File: src/hdl/sbdt_pkg.sv
// ============================================================================
// Switch bank debounce package
// Shared widths, register indexes and the lane-to-merge update record.
// ============================================================================
package sbdt_pkg;

   // Fixed field widths.
   localparam int ValueWidth    = 4;
   localparam int TimeWidth     = 32;
   localparam int DebounceWidth = 16;
   localparam int CsrIndexWidth = 2;

   // Default number of debounce lanes.
   localparam int BitCountDefault = 4;

   // Configuration register indexes.
   localparam logic [CsrIndexWidth-1:0] CSR_DEBOUNCE_TIME = 2'd0;
   localparam logic [CsrIndexWidth-1:0] CSR_DIRECT_MODE   = 2'd1;

   // Register reset values.
   localparam logic [DebounceWidth-1:0] DebounceReset = 16'd20;

   // What one lane found for the current sample.
   typedef struct packed {
      logic rise;   // stable level goes from 0 to 1
      logic fall;   // stable level goes from 1 to 0
   } lane_update_type;

endpackage

File: src/hdl/switch_bank_debounce_toggle.sv
// ============================================================================
// Switch bank debouncer with toggle mode
// Debounces a bank of switch bits in parallel lanes and merges the result.
// ============================================================================
// Usage:
//  - Request channel (req_valid, req_stall, req_raw_bits, req_now_time):
//    one raw switch sample and its millisecond timestamp per transfer.
//  - Response channel (rsp_valid, rsp_stall, rsp_value): one transfer per
//    sample carrying the debounced four-bit value after that sample.
//  - Configuration channel (csr_valid, csr_ready, csr_index, csr_data):
//    index 0 sets the debounce time in ms, index 1 selects direct mode.
//    csr_ready is always high; write only while the block is idle.
//  - A response is registered and appears in the cycle after its request transfer.
//  - Throughput is one sample per cycle while the receiver does not stall:
//    every bit lane does its timer subtract and compare in the same cycle and
//    the merge stage registers the result.
//  - While the receiver stalls, the held response stays and req_stall is
//    raised; a new sample is taken in the same cycle the response leaves.
//  - Reset clears all lane state and the value, sets the debounce time to
//    20 ms and selects toggle mode. No clearing pass is needed.
// ============================================================================
module switch_bank_debounce_toggle #(
   parameter int BitCount = sbdt_pkg::BitCountDefault
) (
   input  logic                                  clock,
   input  logic                                  reset,
   // Request channel
   input  logic                                  req_valid,
   output logic                                  req_stall,
   input  logic [sbdt_pkg::ValueWidth-1:0]       req_raw_bits,
   input  logic [sbdt_pkg::TimeWidth-1:0]        req_now_time,
   // Response channel
   output logic                                  rsp_valid,
   input  logic                                  rsp_stall,
   output logic [sbdt_pkg::ValueWidth-1:0]       rsp_value,
   // Configuration channel
   input  logic                                  csr_valid,
   output logic                                  csr_ready,
   input  logic [sbdt_pkg::CsrIndexWidth-1:0]    csr_index,
   input  logic [sbdt_pkg::DebounceWidth-1:0]    csr_data
);

   logic [sbdt_pkg::DebounceWidth-1:0]    debounce_time_ff, debounce_time_in;
   logic                                  direct_mode_ff, direct_mode_in;
   logic                                  accept;
   logic                                  first_load;
   sbdt_pkg::lane_update_type [BitCount-1:0] updates;

   assign accept    = req_valid && !req_stall;
   assign csr_ready = 1'b1;

   // Configuration register writes.
   always_comb begin
      debounce_time_in = debounce_time_ff;
      direct_mode_in   = direct_mode_ff;
      if (csr_valid && csr_ready) begin
         unique case (csr_index)
            sbdt_pkg::CSR_DEBOUNCE_TIME: debounce_time_in = csr_data;
            sbdt_pkg::CSR_DIRECT_MODE:   direct_mode_in   = csr_data[0];
            default: ;
         endcase
      end
   end

   always_ff @(posedge clock) begin
      if (reset) begin
         debounce_time_ff <= sbdt_pkg::DebounceReset;
         direct_mode_ff   <= 1'b0;
      end else begin
         debounce_time_ff <= debounce_time_in;
         direct_mode_ff   <= direct_mode_in;
      end
   end

   // One debounce lane per bit; lanes past the sample width see a low input.
   for (genvar i = 0; i < BitCount; i++) begin : g_lane
      logic lane_raw;
      if (i < sbdt_pkg::ValueWidth) begin : g_live
         assign lane_raw = req_raw_bits[i];
      end else begin : g_idle
         assign lane_raw = 1'b0;
      end

      sbdt_lane u_lane (
         .clock         (clock),
         .reset         (reset),
         .accept        (accept),
         .first_load    (first_load),
         .raw_bit       (lane_raw),
         .now_time      (req_now_time),
         .debounce_time (debounce_time_ff),
         .update        (updates[i])
      );
   end

   // Merge lane transitions into the value and register the response.
   sbdt_merge #(
      .BitCount (BitCount)
   ) u_merge (
      .clock       (clock),
      .reset       (reset),
      .accept      (accept),
      .direct_mode (direct_mode_ff),
      .raw_bits    (req_raw_bits),
      .updates     (updates),
      .rsp_stall   (rsp_stall),
      .first_load  (first_load),
      .req_stall   (req_stall),
      .rsp_valid   (rsp_valid),
      .rsp_value   (rsp_value)
   );

endmodule

File: src/hdl/sbdt_lane.sv
// ============================================================================
// Switch bank debounce lane
// Debounces one switch bit: tracks the last raw level, the time of its last
// change and the stable level, and reports stable transitions.
// ============================================================================
module sbdt_lane (
   input  logic                                 clock,
   input  logic                                 reset,
   input  logic                                 accept,
   input  logic                                 first_load,
   input  logic                                 raw_bit,
   input  logic [sbdt_pkg::TimeWidth-1:0]       now_time,
   input  logic [sbdt_pkg::DebounceWidth-1:0]   debounce_time,
   output sbdt_pkg::lane_update_type            update
);

   logic                            prev_ff, prev_in;
   logic                            stable_ff, stable_in;
   logic [sbdt_pkg::TimeWidth-1:0]  stamp_ff, stamp_in;
   logic [sbdt_pkg::TimeWidth-1:0]  elapsed;
   logic                            settled;
   logic                            accepted_change;

   // Wrapped time since the last raw change, compared with the hold time.
   assign elapsed = now_time - stamp_ff;
   assign settled = elapsed >= {{(sbdt_pkg::TimeWidth-sbdt_pkg::DebounceWidth){1'b0}},
                                debounce_time};

   // A level becomes stable when it matches the previous raw level, differs
   // from the stable level and has been held long enough.
   assign accepted_change = (raw_bit == prev_ff) && (raw_bit != stable_ff) && settled;

   assign update.rise = accepted_change && raw_bit;
   assign update.fall = accepted_change && !raw_bit;

   // Next-state logic for the lane.
   always_comb begin
      prev_in   = prev_ff;
      stable_in = stable_ff;
      stamp_in  = stamp_ff;
      if (accept) begin
         if (first_load) begin
            prev_in   = raw_bit;
            stable_in = raw_bit;
         end else if (raw_bit != prev_ff) begin
            prev_in  = raw_bit;
            stamp_in = now_time;
         end else if (accepted_change) begin
            stable_in = raw_bit;
         end
      end
   end

   always_ff @(posedge clock) begin
      if (reset) begin
         prev_ff   <= 1'b0;
         stable_ff <= 1'b0;
         stamp_ff  <= '0;
      end else begin
         prev_ff   <= prev_in;
         stable_ff <= stable_in;
         stamp_ff  <= stamp_in;
      end
   end

endmodule

File: src/hdl/sbdt_merge.sv
// ============================================================================
// Switch bank debounce merge stage
// Combines the lane transitions into the logical value, handles the first
// direct-mode sample and holds the result register.
// ============================================================================
module sbdt_merge #(
   parameter int BitCount = sbdt_pkg::BitCountDefault
) (
   input  logic                                  clock,
   input  logic                                  reset,
   input  logic                                  accept,
   input  logic                                  direct_mode,
   input  logic [sbdt_pkg::ValueWidth-1:0]       raw_bits,
   input  sbdt_pkg::lane_update_type [BitCount-1:0] updates,
   input  logic                                  rsp_stall,
   output logic                                  first_load,
   output logic                                  req_stall,
   output logic                                  rsp_valid,
   output logic [sbdt_pkg::ValueWidth-1:0]       rsp_value
);

   logic                              first_seen_ff, first_seen_in;
   logic [sbdt_pkg::ValueWidth-1:0]   logical_ff, logical_in;
   logic                              rsp_valid_ff, rsp_valid_in;
   logic [sbdt_pkg::ValueWidth-1:0]   rsp_value_ff, rsp_value_in;
   logic [sbdt_pkg::ValueWidth-1:0]   rise_vec;
   logic [sbdt_pkg::ValueWidth-1:0]   fall_vec;

   // Lane results padded to the output width; missing lanes report nothing.
   for (genvar i = 0; i < sbdt_pkg::ValueWidth; i++) begin : g_pad
      if (i < BitCount) begin : g_lane
         assign rise_vec[i] = updates[i].rise;
         assign fall_vec[i] = updates[i].fall;
      end else begin : g_none
         assign rise_vec[i] = 1'b0;
         assign fall_vec[i] = 1'b0;
      end
   end

   // The first direct-mode sample is loaded as stable without timing.
   assign first_load = direct_mode && !first_seen_ff;

   // Take a new transfer whenever the result register is free or draining.
   assign req_stall = rsp_valid_ff && rsp_stall;

   // Logical value update.
   always_comb begin
      logical_in    = logical_ff;
      first_seen_in = first_seen_ff;
      if (accept) begin
         if (first_load) begin
            logical_in    = raw_bits;
            first_seen_in = 1'b1;
         end else if (direct_mode) begin
            logical_in = (logical_ff | rise_vec) & ~fall_vec;
         end else begin
            logical_in = logical_ff ^ rise_vec;
         end
      end
   end

   // Result register.
   always_comb begin
      rsp_valid_in = accept || (rsp_valid_ff && rsp_stall);
      rsp_value_in = accept ? logical_in : rsp_value_ff;
   end

   always_ff @(posedge clock) begin
      if (reset) begin
         first_seen_ff <= 1'b0;
         logical_ff    <= '0;
         rsp_valid_ff  <= 1'b0;
      end else begin
         first_seen_ff <= first_seen_in;
         logical_ff    <= logical_in;
         rsp_valid_ff  <= rsp_valid_in;
      end
   end

   always_ff @(posedge clock) begin
      rsp_value_ff <= rsp_value_in;
   end

   assign rsp_valid = rsp_valid_ff;
   assign rsp_value = rsp_value_ff;

   // Every accepted sample produces a result in the next cycle.
   a_accept_gives_result: assert property (@(posedge clock) disable iff (reset)
      accept |=> rsp_valid_ff)
      else $error("accepted sample did not produce a result");

   // The first direct sample is returned unchanged.
   a_first_load_value: assert property (@(posedge clock) disable iff (reset)
      (accept && first_load) |=> (rsp_value_ff == $past(raw_bits)))
      else $error("first direct sample not returned as value");

   // Once initialized, only reset clears the first-sample flag.
   a_first_seen_sticky: assert property (@(posedge clock) disable iff (reset)
      first_seen_ff |=> first_seen_ff)
      else $error("first-sample flag cleared without reset");

   // The logical value only moves on an accepted sample.
   a_logical_hold: assert property (@(posedge clock) disable iff (reset)
      !accept |=> $stable(logical_ff))
      else $error("logical value changed without a sample");

endmodule
File: config.mk
export PLATFORM = sky130hd
export DESIGN_NAME = switch_bank_debounce_toggle
export DESIGN_NICKNAME = d
export VERILOG_FILES = /design/src/hdl/sbdt_pkg.sv /design/src/hdl/switch_bank_debounce_toggle.sv /design/src/hdl/sbdt_lane.sv /design/src/hdl/sbdt_merge.sv
export SDC_FILE = /design/constraint.sdc
export NUM_CORES = 1
export LEC_CHECK = 0
export BUFFER_PORTS_ARGS = -buffer_cell sky130_fd_sc_hd__buf_2
export CAP_MARGIN = 20
export CORE_MARGIN = 2
export CORE_UTILIZATION = 50
export DETAILED_ROUTE_END_ITERATION = 10
export PLACE_DENSITY = 0.67
export SYNTH_ARGS = -nofsm -noshare
export SYNTH_HDL_FRONTEND = slang
export SYNTH_SLANG_ARGS = --single-unit
File: constraint.sdc
create_clock -name clock -period 6 [get_ports clock]
set_input_delay 0.6 -clock clock [delete_from_list [all_inputs] [get_ports clock]]
set_output_delay 0.6 -clock clock [all_outputs]
set_load 0.05 [all_outputs]
==> results of run 1 <==
## power breakdown
part	switching [mW]	internal [mW]	total (mW)
combinational	0.938	0.557	1.49
sequential	0.0319	1.14	1.18
clock	0.564	0.551	1.12
## state kept, by name, indices dropped and copies added (netlist names)
name                     count
u_merge.rsp_value            4
g_lane.u_lane.stable_ff      4
direct_mode_ff               1
g_lane.u_lane.stamp_ff     128
u_merge.logical_ff           4
u_merge.first_seen_ff        1
g_lane.u_lane.prev_ff        4
debounce_time_ff            16
u_merge.rsp_valid            1
## synth_stat cells (all sizes together) (6+ instances only)
library cell / count / area (um^2)
o2bb2ai: 6 / 52.55
o211ai: 22 / 170.2
a21oi: 306 / 1531
o21ai: 106 / 530.5
a2111oi: 9 / 80.08
a211o: 14 / 122.6
clkbuf: 98 / 367.9
nor2: 149 / 559.3
a221oi: 6 / 58.80
buf: 6 / 38.79
and2: 6 / 37.54
nor3: 36 / 180.2
and3: 22 / 137.6
a211oi: 25 / 187.7
o31ai: 13 / 97.59
a21o: 51 / 382.9
o22ai: 8 / 50.05
nand2: 422 / 1584
o21bai: 7 / 52.55
a22oi: 7 / 52.55
ha: 188 / 2352
inv: 168 / 630.6
o31a: 6 / 52.55
nor2b: 24 / 150.1
nand2b: 23 / 143.9
or3: 17 / 106.4
mux2i: 13 / 130.1
and4: 7 / 61.31
nand4: 47 / 294.0
nand3: 43 / 215.2
o21a: 24 / 180.2
xor2: 32 / 280.3
or4: 10 / 78.82
nor4: 13 / 96.34
dfxtp: 159 / 3183
a31oi: 19 / 118.9
xnor2: 47 / 411.6
## worst register-to-register path: stages (launching register included)
cell and delay [ns]:
dfxtp_1 0.40, inv_1 0.06, ha_1 0.26, nor2b_1 0.14, o2111a_1 0.28, o311a_1 0.39, a21oi_1 0.13, buf_4 0.18
a21oi_1 0.20, xor2_1 0.20, ha_1 0.33, a21oi_1 0.15, nor2b_1 0.06, o21ai_0 0.14, nand4_1 0.10, a2111oi_0 0.54
o2111ai_1 0.19, nor4_1 0.29, nand4_1 0.12, a2111oi_1 0.61, buf_4 0.23, mux2i_1 0.21, nor2b_1 0.15
## metal layers
metal | routed length (um) | GRT usage, %
met5 | 0 | 0
met4 | 1579 | 11.16
met3 | 3128 | 4.495
met2 | 24260 | 52.49
met1 | 23490 | 41.81
## kinds of logic after synthesis
group | after synthesis | share of synthesized area, %
buffers and inverters | 273 | 6.651
xor gates and xnor gates | 79 | 4.421
AOI/OAI and AO/OA | 679 | 26.78
DFF | 163 | 21.10
and+or+nand+nor | 839 | 24.29
other | 1 | 0.02396
adders and majority gates | 192 | 15.54
muxes | 18 | 1.191
## final cells by class
type | instances | area, um^2 | share of cell area, %
clock inverters | 15 | 142.6 | 0.8489
clock buffers | 17 | 425.4 | 2.532
well taps | 396 | 495.5 | 2.949
inverters | 169 | 634.4 | 3.775
flip-flops and latches | 163 | 3303 | 19.66
multi-input cells | 1808 | 11310 | 67.32
repair buffers | 84 | 489.2 | 2.912
## per-stage QoR
stage | hold WS, ns | cell area (um^2) | instances | total power, mW
after floorplan | 0.4363 | 15650 | 2244 | 2.265
after CTS | 0.3307 | 16770 | 2650 | 3.776
after global placement | 0.4411 | 16200 | 2618 | 2.641
final | 0.3423 | 16800 | 2652 | 3.786
after global routing | 0.3504 | 16800 | 2652 | 4.017
after detailed placement | 0.4465 | 16200 | 2618 | 2.659
## worst paths after layout
path                                   endpoint  slack, ns  cells past startpoint
setup / recovery          u_merge.logical_ff[3]       0.56                     23
hold / removal              debounce_time_ff[4]       0.34                      2
setup reg to reg          u_merge.logical_ff[3]       0.57                     22
hold reg to reg   g_lane[0].u_lane.stamp_ff[15]       0.45                      2
==> out/metrics.cfg, run 1 <==
[grt]
grt_pass1_wl_um=82080
grt_pass1_vias=15120
grt_start_max_net_pins=105
antenna_found_initial=1
grt_overflow=0
grtUsageTotal_pct=31.61

[timing]
slew_headroom_pct=44.47
hold_viol=0
tns_ns=0
setup_viol=0
worstMarginPinSlew_ns=0.8253
max_freq_mhz=183.7
rsz0062_at_grt=false
period_needed_ns=5.443
fin_skew_ns=0.01281
slew_viol_final=0
period_share_pct=90.72
setup_slack_ns=0.5566

[worst_setup_path]
crit_type=in -> reg
crit_start=req_now_time[1]
worstSetupStartpointType=input port
max_stage_delay_ns=0.61
worstPathRequired_ns=6.40
path_buf_inv=3
end_kind=flip-flop
crit_arrival_ns=5.84
regToRegStartpoint=g_lane[3].u_lane.stamp_ff[1]
crit_path_top_delay_cell=a2111oi_1
crit_chain=buf_2, inv_1, fa_1, nor2b_1, o31a_1, nor2_1, o21ai_0, a21o_1, a21oi_1, xnor2_1, ha_1, nand2_1, nor2_1, a211oi_1, o221ai_1, a2111oi_0, o2111ai_1, nor4_1, nand4_1, a2111oi_1, buf_4, mux2i_1, nor2b_1
crit_family=compound AO/OA/AOI/OAI gates
crit_fanout=9

[clock_network]
post-cts-setup-buffers=0
cts_tree=yes
clk_pin_slew_worst_paths_ns=0.07
clock-sinks=163
cts_buffers=17
clock_latency_ns=0.46
cts_root_buffer=clkbuf_16
htree_levels=4
clockBufferDepth=2
cts_resized=0
cts_hold_buf=0

[yosys]
synthDistinctLibCells=81
ys_async_sr_fraction_pct=0
syn_area_per_cell_um2=6.975
synth_area_mm2=0.01565
yosysWarnings=0
syn_inst=2244
yosysSeqAreaShare_pct=21.10
synth-seq-cells=163
synth_flop_cell=dfxtp_1
synth_edf_count=4
syn-num-nets=2495

[placed_design]
place_congestion=0.9603
dp_slack_ns=0.1708
port_buffers=64
hpwl_um=39270

[route]
post_drt_wl_per_cell_um=19.78
finalWirelength_um=52450
num_vias=16300
routed_via_density=6.145
drc=0
ant_nets=0
dr.pass1.iters=6
drt-initial-drc-count=1440

[layout]
n_antenna_cell=0
n_fill_cell=3024
mostFrequentLayoutCells=422 x nand2_1, 306 x a21oi_1, 188 x ha_1
drive_above_1_share_pct=5.851
final_util_pct=54.79
final_common_cell=nand2_1
layout.nets=2494
syn2layout_area_growth_pct=7.355

[die]
io_pins=66
die_y_um=180.9
core_mm2=0.03067
core.rowCount=64
die_w_um=180.9
die_area_mm2=0.03273
initial_core_util_pct=51.03

[power_and_ir_drop]
leakage_nw=6.540
irDropWorstVdd_mv=0.2005
p_per_area_mw_per_mm2=225.3

[worst_hold_path]
min-delay-start=csr_data[4]
hp-class=in -> reg

[flow_run]
maxCapViolCount=0

[status]
outcome=complete, no violations

Power figures use the tool's default switching activity.
==> run 2: changes to the inputs <==
- ABC_AREA: default -> 1
- CORE_MARGIN: 2 -> 10
==> run 2 against run 1 <==
- utilization about the same
- combinational power increased by 42%
- clock-buffer cell count grew 3
- die area up 33%
- first-iteration DRC count up 5.4%
- final area grew 13%
- synthesized cell count is 40% higher
- setup slack improved by 1.7 ns
- hold slack better by 0.015 ns
- total power rose by 17%
- register-to-register slack improved by 1.8 ns
- clock power about the same
- largest cell class unchanged
==> out/metrics.cfg, run 2 <==
[timing]
tns_ns=0  ; unchanged
worstMarginPinSlew_ns=1.035  ; was 0.8253 ns
period_needed_ns=3.780  ; was 5.443 ns
hold_viol=0  ; unchanged
max_freq_mhz=264.6  ; was 183.7 MHz
rsz0062_at_grt=false  ; unchanged
slew_viol_final=0  ; unchanged
slew_headroom_pct=30.91  ; was 44.47%
fin_skew_ns=0.01236  ; was 0.01281 ns
setup_viol=0  ; unchanged
period_share_pct=62.99  ; was 90.72%

[clock_network]
cts_buffers=17  ; unchanged
htree_levels=4  ; unchanged
cts_tree=yes  ; unchanged
clk_pin_slew_worst_paths_ns=0.07  ; about the same
cts_hold_buf=0  ; unchanged
clock-sinks=163  ; unchanged
post-cts-setup-buffers=0  ; unchanged
cts_resized=0  ; unchanged
cts_root_buffer=clkbuf_16  ; unchanged
clockBufferDepth=2  ; unchanged
clock_latency_ns=0.47  ; was 0.46 ns

[route]
post_drt_wl_per_cell_um=15.92  ; was 19.78 um
routed_via_density=5.115  ; was 6.145
dr.pass1.iters=7  ; was 6
drt-initial-drc-count=1518  ; was 1440
drc=0  ; unchanged
num_vias=18700  ; was 16300
ant_nets=0  ; unchanged
finalWirelength_um=58220  ; was 52450 um

[die]
core.rowCount=68  ; was 64
io_pins=66  ; unchanged
core_mm2=0.03480  ; was 0.03067 mm^2
die_y_um=208.3  ; was 180.9 um
die_area_mm2=0.04340  ; was 0.03273 mm^2
initial_core_util_pct=50.96  ; was 51.03%
die_w_um=208.3  ; was 180.9 um

[grt]
use_met2_pct=38.60  ; was 52.49%
use_met3_pct=4.628  ; was 4.495%
antenna_found_initial=1  ; unchanged
grtUsageTotal_pct=26.24  ; was 31.61%
grt_pass1_vias=16690  ; was 15120
top_usage_layer=met2  ; unchanged
grt_overflow=0  ; unchanged
grt_pass1_wl_um=91380  ; was 82080 um
met1_usage_pct=37.99  ; was 41.81%
grt_start_max_net_pins=95  ; was 105

[worst_setup_path]
regToRegStartpoint=g_lane[2].u_lane.stamp_ff[5]  ; was g_lane[3].u_lane.stamp_ff[1]
worstSetupStartpointType=input port  ; unchanged
crit_arrival_ns=4.00  ; was 5.84 ns
crit_type=in -> reg  ; unchanged
r2r_slack_ns=2.36  ; was 0.57 ns
worstPathRequired_ns=6.22  ; was 6.40 ns
rr_worst_depth=24  ; was 22
end_kind=flip-flop  ; unchanged
worstReg2RegEnd=u_merge.rsp_value[2]  ; was u_merge.logical_ff[3]
crit_fanout=9  ; unchanged
crit_start=req_now_time[1]  ; unchanged

[flow_run]
maxCapViolCount=0  ; unchanged

[yosys]
netlist.area_leader.share_pct=22.61  ; was 20.34%
synth_flop_cell=dfxtp_1  ; unchanged
synth-seq-cells=163  ; unchanged
yosysSeqAreaShare_pct=18.63  ; was 21.10%
syn_inst=3149  ; was 2244
yosysTopAreaCell=nand2_1  ; was dfxtp_1
synthTopCellsByArea=nand2_1 23%, dfxtp_1 18%, inv_1 15%, ha_1 13%, a21oi_1 6.7%  ; was dfxtp_1 20%, ha_1 15%, nand2_1 10%, a21oi_1 9.8%, inv_1 4.0%
yosysWarnings=0  ; unchanged
syn-num-nets=3400  ; was 2495
ys_async_sr_fraction_pct=0  ; unchanged
synth_edf_count=4  ; unchanged
synth_area_mm2=0.01773  ; was 0.01565 mm^2
synthDistinctLibCells=43  ; was 81
ys_top_cells_by_count=1068 x nand2_1, 693 x inv_1, 238 x a21oi_1  ; was 422 x nand2_1, 306 x a21oi_1, 188 x ha_1
synth_most_common_cell=nand2_1  ; unchanged
syn_area_per_cell_um2=5.631  ; was 6.975 um^2

[power_and_ir_drop]
leakage_nw=10.88  ; was 6.540 nW
p_per_area_mw_per_mm2=232.6  ; was 225.3 mW/mm^2
irDropWorstVdd_mv=0.2735  ; was 0.2005 mV
power_mw=4.432  ; was 3.786 mW

[layout]
layout.nets=3439  ; was 2494
finalNonFillerCells=3656  ; was 2652
fin_area_mm2=0.01905  ; was 0.01680 mm^2
drive_above_1_share_pct=5.936  ; was 5.851%
n_antenna_cell=0  ; unchanged
largestRegisters=g_lane.u_lane.stamp_ff x128, debounce_time_ff x16  ; unchanged
syn2layout_area_growth_pct=7.444  ; was 7.355%
largest_reg_flops=128  ; unchanged
mostFrequentLayoutCells=1065 x nand2_1, 693 x inv_1, 238 x a21oi_1  ; was 422 x nand2_1, 306 x a21oi_1, 188 x ha_1
top_register=g_lane.u_lane.stamp_ff  ; unchanged
final_common_cell=nand2_1  ; unchanged

[placed_design]
place_inst=3623  ; was 2618
place_congestion=1.021  ; was 0.9603
dpl_cell_area_mm2=0.01846  ; was 0.01620 mm^2
port_buffers=64  ; unchanged
hpwl_um=47760  ; was 39270 um

[worst_hold_path]
hp-class=in -> reg  ; unchanged
min-delay-start=csr_data[2]  ; was csr_data[4]
hold_depth=3  ; was 2
whs_endpoint=debounce_time_ff[2]  ; was debounce_time_ff[4]

[status]
outcome=complete, no violations  ; unchanged

## run 2: cell types whose count changed after synthesis, moves of 49 or more
| cell | before | now |
|---|---|---|
| a21oi_1 | 306 | 238 |
| inv_1 | 168 | 693 |
| a21o_1 | 51 | 2 |
| nand2_1 | 422 | 1068 |
| o21ai_0 | 95 | 155 |
| clkbuf_1 | 98 | 43 |
| nand3_1 | 43 | 128 |
| nor2_1 | 149 | 221 |
## run 2: layout make-up
type	count	area [um^2]
clock buffers	20	456.7
inverters	699	2625
multi-input cells	2240	11620
well taps	455	569.3
flip-flops and latches	163	3303
clock inverters	12	120.1
fillers	3720	15750
repair buffers	67	355.3
## run 2: per-stage QoR
| stage | setup slack, ns | hold WS (ns) | util [%] |
|---|---|---|---|
| floorplan | 2.586 | 0.4293 | - |
| global placement | 1.867 | 0.4424 | 53.04 |
| detailed placement | 1.764 | 0.4510 | 53.04 |
| CTS | 2.281 | 0.3362 | 54.70 |
| global route | 1.866 | 0.3734 | 54.75 |
| finish | 2.220 | 0.3572 | 54.75 |
## run 2: logic make-up (layout without fill, tap and decap cells)
group / Yosys count / count (layout) / share of synthesized area, %
and+or+nand+nor: 1574 / 1574 / 36.84
buffers and inverters: 746 / 798 / 15.88
AOI/OAI and AO/OA: 411 / 411 / 11.85
adders and majority gates: 192 / 192 / 13.72
DFF: 163 / 163 / 18.63
xor gates and xnor gates: 62 / 62 / 3.062
other: 1 / 1 / 0.02115
## run 2: layer usage
layer	share of wire, %	wire length [um]	vias to the layer above
met5	0	0	-
met4	2.5	1446	0
met3	8.0	4658	65
met2	40	23420	609
met1	49	28690	8316
li1	-	-	9709
## run 2: worst max-delay path by stage
stage | end | slack [ns] | cells after the start
2_1_floorplan | u_merge.rsp_value[1] | 2.59 | 26
3_3_place_gp | u_merge.rsp_value[3] | 1.87 | 27
3_5_place_dp | u_merge.rsp_value[2] | 1.76 | 26
4_1_cts | u_merge.rsp_value[2] | 2.28 | 26
5_1_grt | u_merge.rsp_value[1] | 1.87 | 26
6_report | u_merge.rsp_value[2] | 2.22 | 26
## run 2: where the power goes
| group | switching, mW | leakage [nW] | internal [mW] |
|---|---|---|---|
| logic | 1.40 | 9.25 | 0.710 |
| registers | 0.0289 | 1.35 | 1.18 |
| clock network | 0.518 | 0.280 | 0.602 |
## run 2: worst max-delay path, stage by stage
cell and delay, ns:
buf_2 0.22, inv_1 0.22, fa_1 0.50, inv_1 0.12
nand2_1 0.06, nand2_1 0.07, nand3_1 0.08, nand2_1 0.18
nand2_1 0.08, nand2_1 0.14, xor2_1 0.09, ha_1 0.19
a21oi_1 0.14, nor2_1 0.05, a211oi_1 0.16, nand3_1 0.10
nor2_1 0.16, nand3_1 0.12, nor2_1 0.12, nand2_1 0.12
nand2_1 0.10, nand2_1 0.09, nand2_1 0.08, nand2_1 0.06
nand3_2 0.08, nand2_1 0.05
==> run 3: changes to the inputs <==
- clock period: 6 -> 3.8 ns (I/O delays scaled with it)
==> run 3 against run 2 <==
- die area did not move
- global-route usage rose by 0.74 points
- sequential power rose by 58%
- hold slack got worse by 0.20 ns
- largest cell class unchanged
- highest routed layer is now met5
==> out/metrics.cfg, run 3 (synthesis gave the netlist of run 2 again) <==
[power_and_ir_drop]
p_per_area_mw_per_mm2=366.9  ; was 232.6 mW/mm^2
leakage_nw=11.32  ; was 10.88 nW
irDropWorstVdd_mv=0.4273  ; was 0.2735 mV

[worst_setup_path]
crit_type=reg -> reg  ; was in -> reg
end_kind=flip-flop  ; unchanged
worstSetupStartpointType=flip-flop  ; was input port
crit_fanout=4  ; was 9
worstPathRequired_ns=4.02  ; was 6.22 ns
crit_arrival_ns=3.76  ; was 4.00 ns

[timing]
period_share_pct=93.27
slew_viol_final=0  ; unchanged
setup_viol=0  ; unchanged
period_needed_ns=3.544
hold_slack_ns=0.1577  ; was 0.3572 ns
rsz0062_at_grt=true  ; was false
worstMarginPinSlew_ns=0.6809  ; was 1.035 ns
hold_viol=0  ; unchanged
fin_skew_ns=0.01177  ; was 0.01236 ns
slew_headroom_pct=54.56  ; was 30.91%
max_freq_mhz=282.2

[grt]
grt_overflow=0  ; unchanged
grtUsageTotal_pct=26.98  ; was 26.24%
grt_pass1_vias=17390  ; was 16690
grt_start_max_net_pins=63  ; was 95
grt_pass1_wl_um=94070  ; was 91380 um
antenna_found_initial=2  ; was 1

[clock_network]
clk_pin_slew_worst_paths_ns=0.08  ; was 0.07 ns
cts_buffers=17  ; unchanged
clockBufferDepth=2  ; unchanged
cts_root_buffer=clkbuf_16  ; unchanged
clock_latency_ns=0.46  ; was 0.47 ns
cts_tree=yes  ; unchanged
cts_hold_buf=0  ; unchanged
clock-sinks=163  ; unchanged
htree_levels=4  ; unchanged

[die]
initial_core_util_pct=50.96  ; unchanged
die_y_um=208.3  ; unchanged
die_w_um=208.3  ; unchanged
core_mm2=0.03480  ; unchanged
die_area_mm2=0.04340  ; unchanged
core.rowCount=68  ; unchanged
io_pins=66  ; unchanged

[layout]
largestRegisters=g_lane.u_lane.stamp_ff x128, debounce_time_ff x16  ; unchanged
largest_reg_flops=128  ; unchanged
final_common_cell=nand2_1  ; unchanged
n_antenna_cell=0  ; unchanged
seq_area_mm2=0.003303  ; unchanged
multiInputGateArea_mm2=0.01183  ; was 0.01162 mm^2
mostFrequentLayoutCells=1062 x nand2_1, 692 x inv_1, 237 x a21oi_1  ; was 1065 x nand2_1, 693 x inv_1, 238 x a21oi_1
syn2layout_area_growth_pct=12.42  ; was 7.444%
n_fill_cell=3688  ; was 3720
top_register=g_lane.u_lane.stamp_ff  ; unchanged
final_util_pct=57.29  ; was 54.75%
drive_above_1_share_pct=9.434  ; was 5.936%
layout.nets=3524  ; was 3439

[route]
post_drt_wl_per_cell_um=16.14  ; was 15.92 um
ant_nets=0  ; unchanged
dr.pass1.iters=6  ; was 7
finalWirelength_um=60380  ; was 58220 um
routed_via_density=5.084  ; was 5.115
wl_met3_um=4214  ; was 4658 um
dr_wl_met2_um=24370  ; was 23420 um
drt-met1-wl_um=29890  ; was 28690 um
num_vias=19020  ; was 18700
drt-initial-drc-count=1464  ; was 1518
top_layer_used=met5  ; was met4
drc=0  ; unchanged

[placed_design]
port_buffers=64  ; unchanged
hpwl_um=49130  ; was 47760 um
place_congestion=0.9889  ; was 1.021

[flow_run]
maxCapViolCount=0  ; unchanged

[status]
outcome=complete, no violations  ; unchanged

[worst_hold_path]
hp-class=in -> reg  ; unchanged

==> run 3: cell count changes in the layout (fill, tap and decap cells not counted), moves of 2 or more <==
cell,before,now
buf_4,2,86
ha_1,188,174
ha_4,0,10
nor2_1,220,211
nor2_2,24,33
ha_2,0,4
nand3_1,128,124
nand3_2,8,12
nand2_1,1065,1062
clkinv_8,0,2
inv_8,1,3
nand2_2,39,41
==> run 3: path summary, 6_finish.rpt <==
check | slack (ns) | startpoint | cells past startpoint | to
worst max-delay path | 0.26 | g_lane[2].u_lane.stamp_ff[10] | 24 | u_merge.rsp_value[2]
worst min-delay path | 0.16 | csr_data[2] | 3 | debounce_time_ff[2]
worst max register to register | 0.26 | g_lane[2].u_lane.stamp_ff[10] | 24 | u_merge.rsp_value[2]
worst min register to register | 0.46 | g_lane[0].u_lane.stamp_ff[25] | 2 | g_lane[0].u_lane.stamp_ff[25]
==> run 3: worst max-delay path, cell delays in order, from the launching register on <==
cell      delay, ns
dfxtp_1        0.31
inv_1          0.05
ha_1           0.38
nand2_1        0.15
nor2_2         0.19
nand2_1        0.09
inv_1          0.06
nand2_1        0.05
nand2_1        0.10
xor2_1         0.18
ha_1           0.27
a21oi_1        0.16
nor2_1         0.05
a211oi_1       0.19
nand3_1        0.12
nor2_2         0.16
nand3_1        0.10
nor2_1         0.11
nand2_1        0.12
nand2_1        0.10
nand2_1        0.08
nand2_1        0.08
nand2_1        0.06
nand3_2        0.07
nand2_1        0.05
==> run 3: metrics by stage <==
stage	std cells	instance area (um^2)	total power, mW	setup WS (ns)	setup TNS, ns
6_report	3741	19940	7.315	0.2559	0
5_1_grt	3741	19940	7.878	-0.08873	-0.1143
4_1_cts	3738	19700	7.225	0.1671	0
3_5_place_dp	3706	19090	5.367	-0.1006	-0.1732
3_3_place_gp	3706	19090	5.302	0.01813	0
2_1_floorplan	3149	17730	4.351	0.6062	0
==> run 3: what timing repair did <==
| action | 4_1_cts | 5_1_grt |
|---|---|---|
| buffers inserted | 0 | 2 |
| gates resized for setup | 0 | 39 |
| setup endpoints to repair | 0 | 8 |
==> run 3: cell type report <==
class | instances | area share [%]
repair buffers | 152 | 5.046
multi-input cells | 2240 | 59.34
well taps | 455 | 2.856
inverters | 699 | 13.17
clock inverters | 14 | 0.8221
clock buffers | 18 | 2.203
flip-flops and latches | 163 | 16.57
==> run 3: metal layers <==
| metal | up-vias | global-route usage [%] |
|---|---|---|
| li1 | 9875 | - |
| met1 | 8488 | 38.51 |
| met2 | 556 | 40.12 |
| met3 | 95 | 4.583 |
| met4 | 4 | 8.518 |
| met5 | - | 0 |
==> run 3: power by group <==
| part | internal (mW) | switching [mW] |
|---|---|---|
| registers | 1.86 | 0.0456 |
| clock network | 0.956 | 0.888 |
| logic | 1.28 | 2.29 |
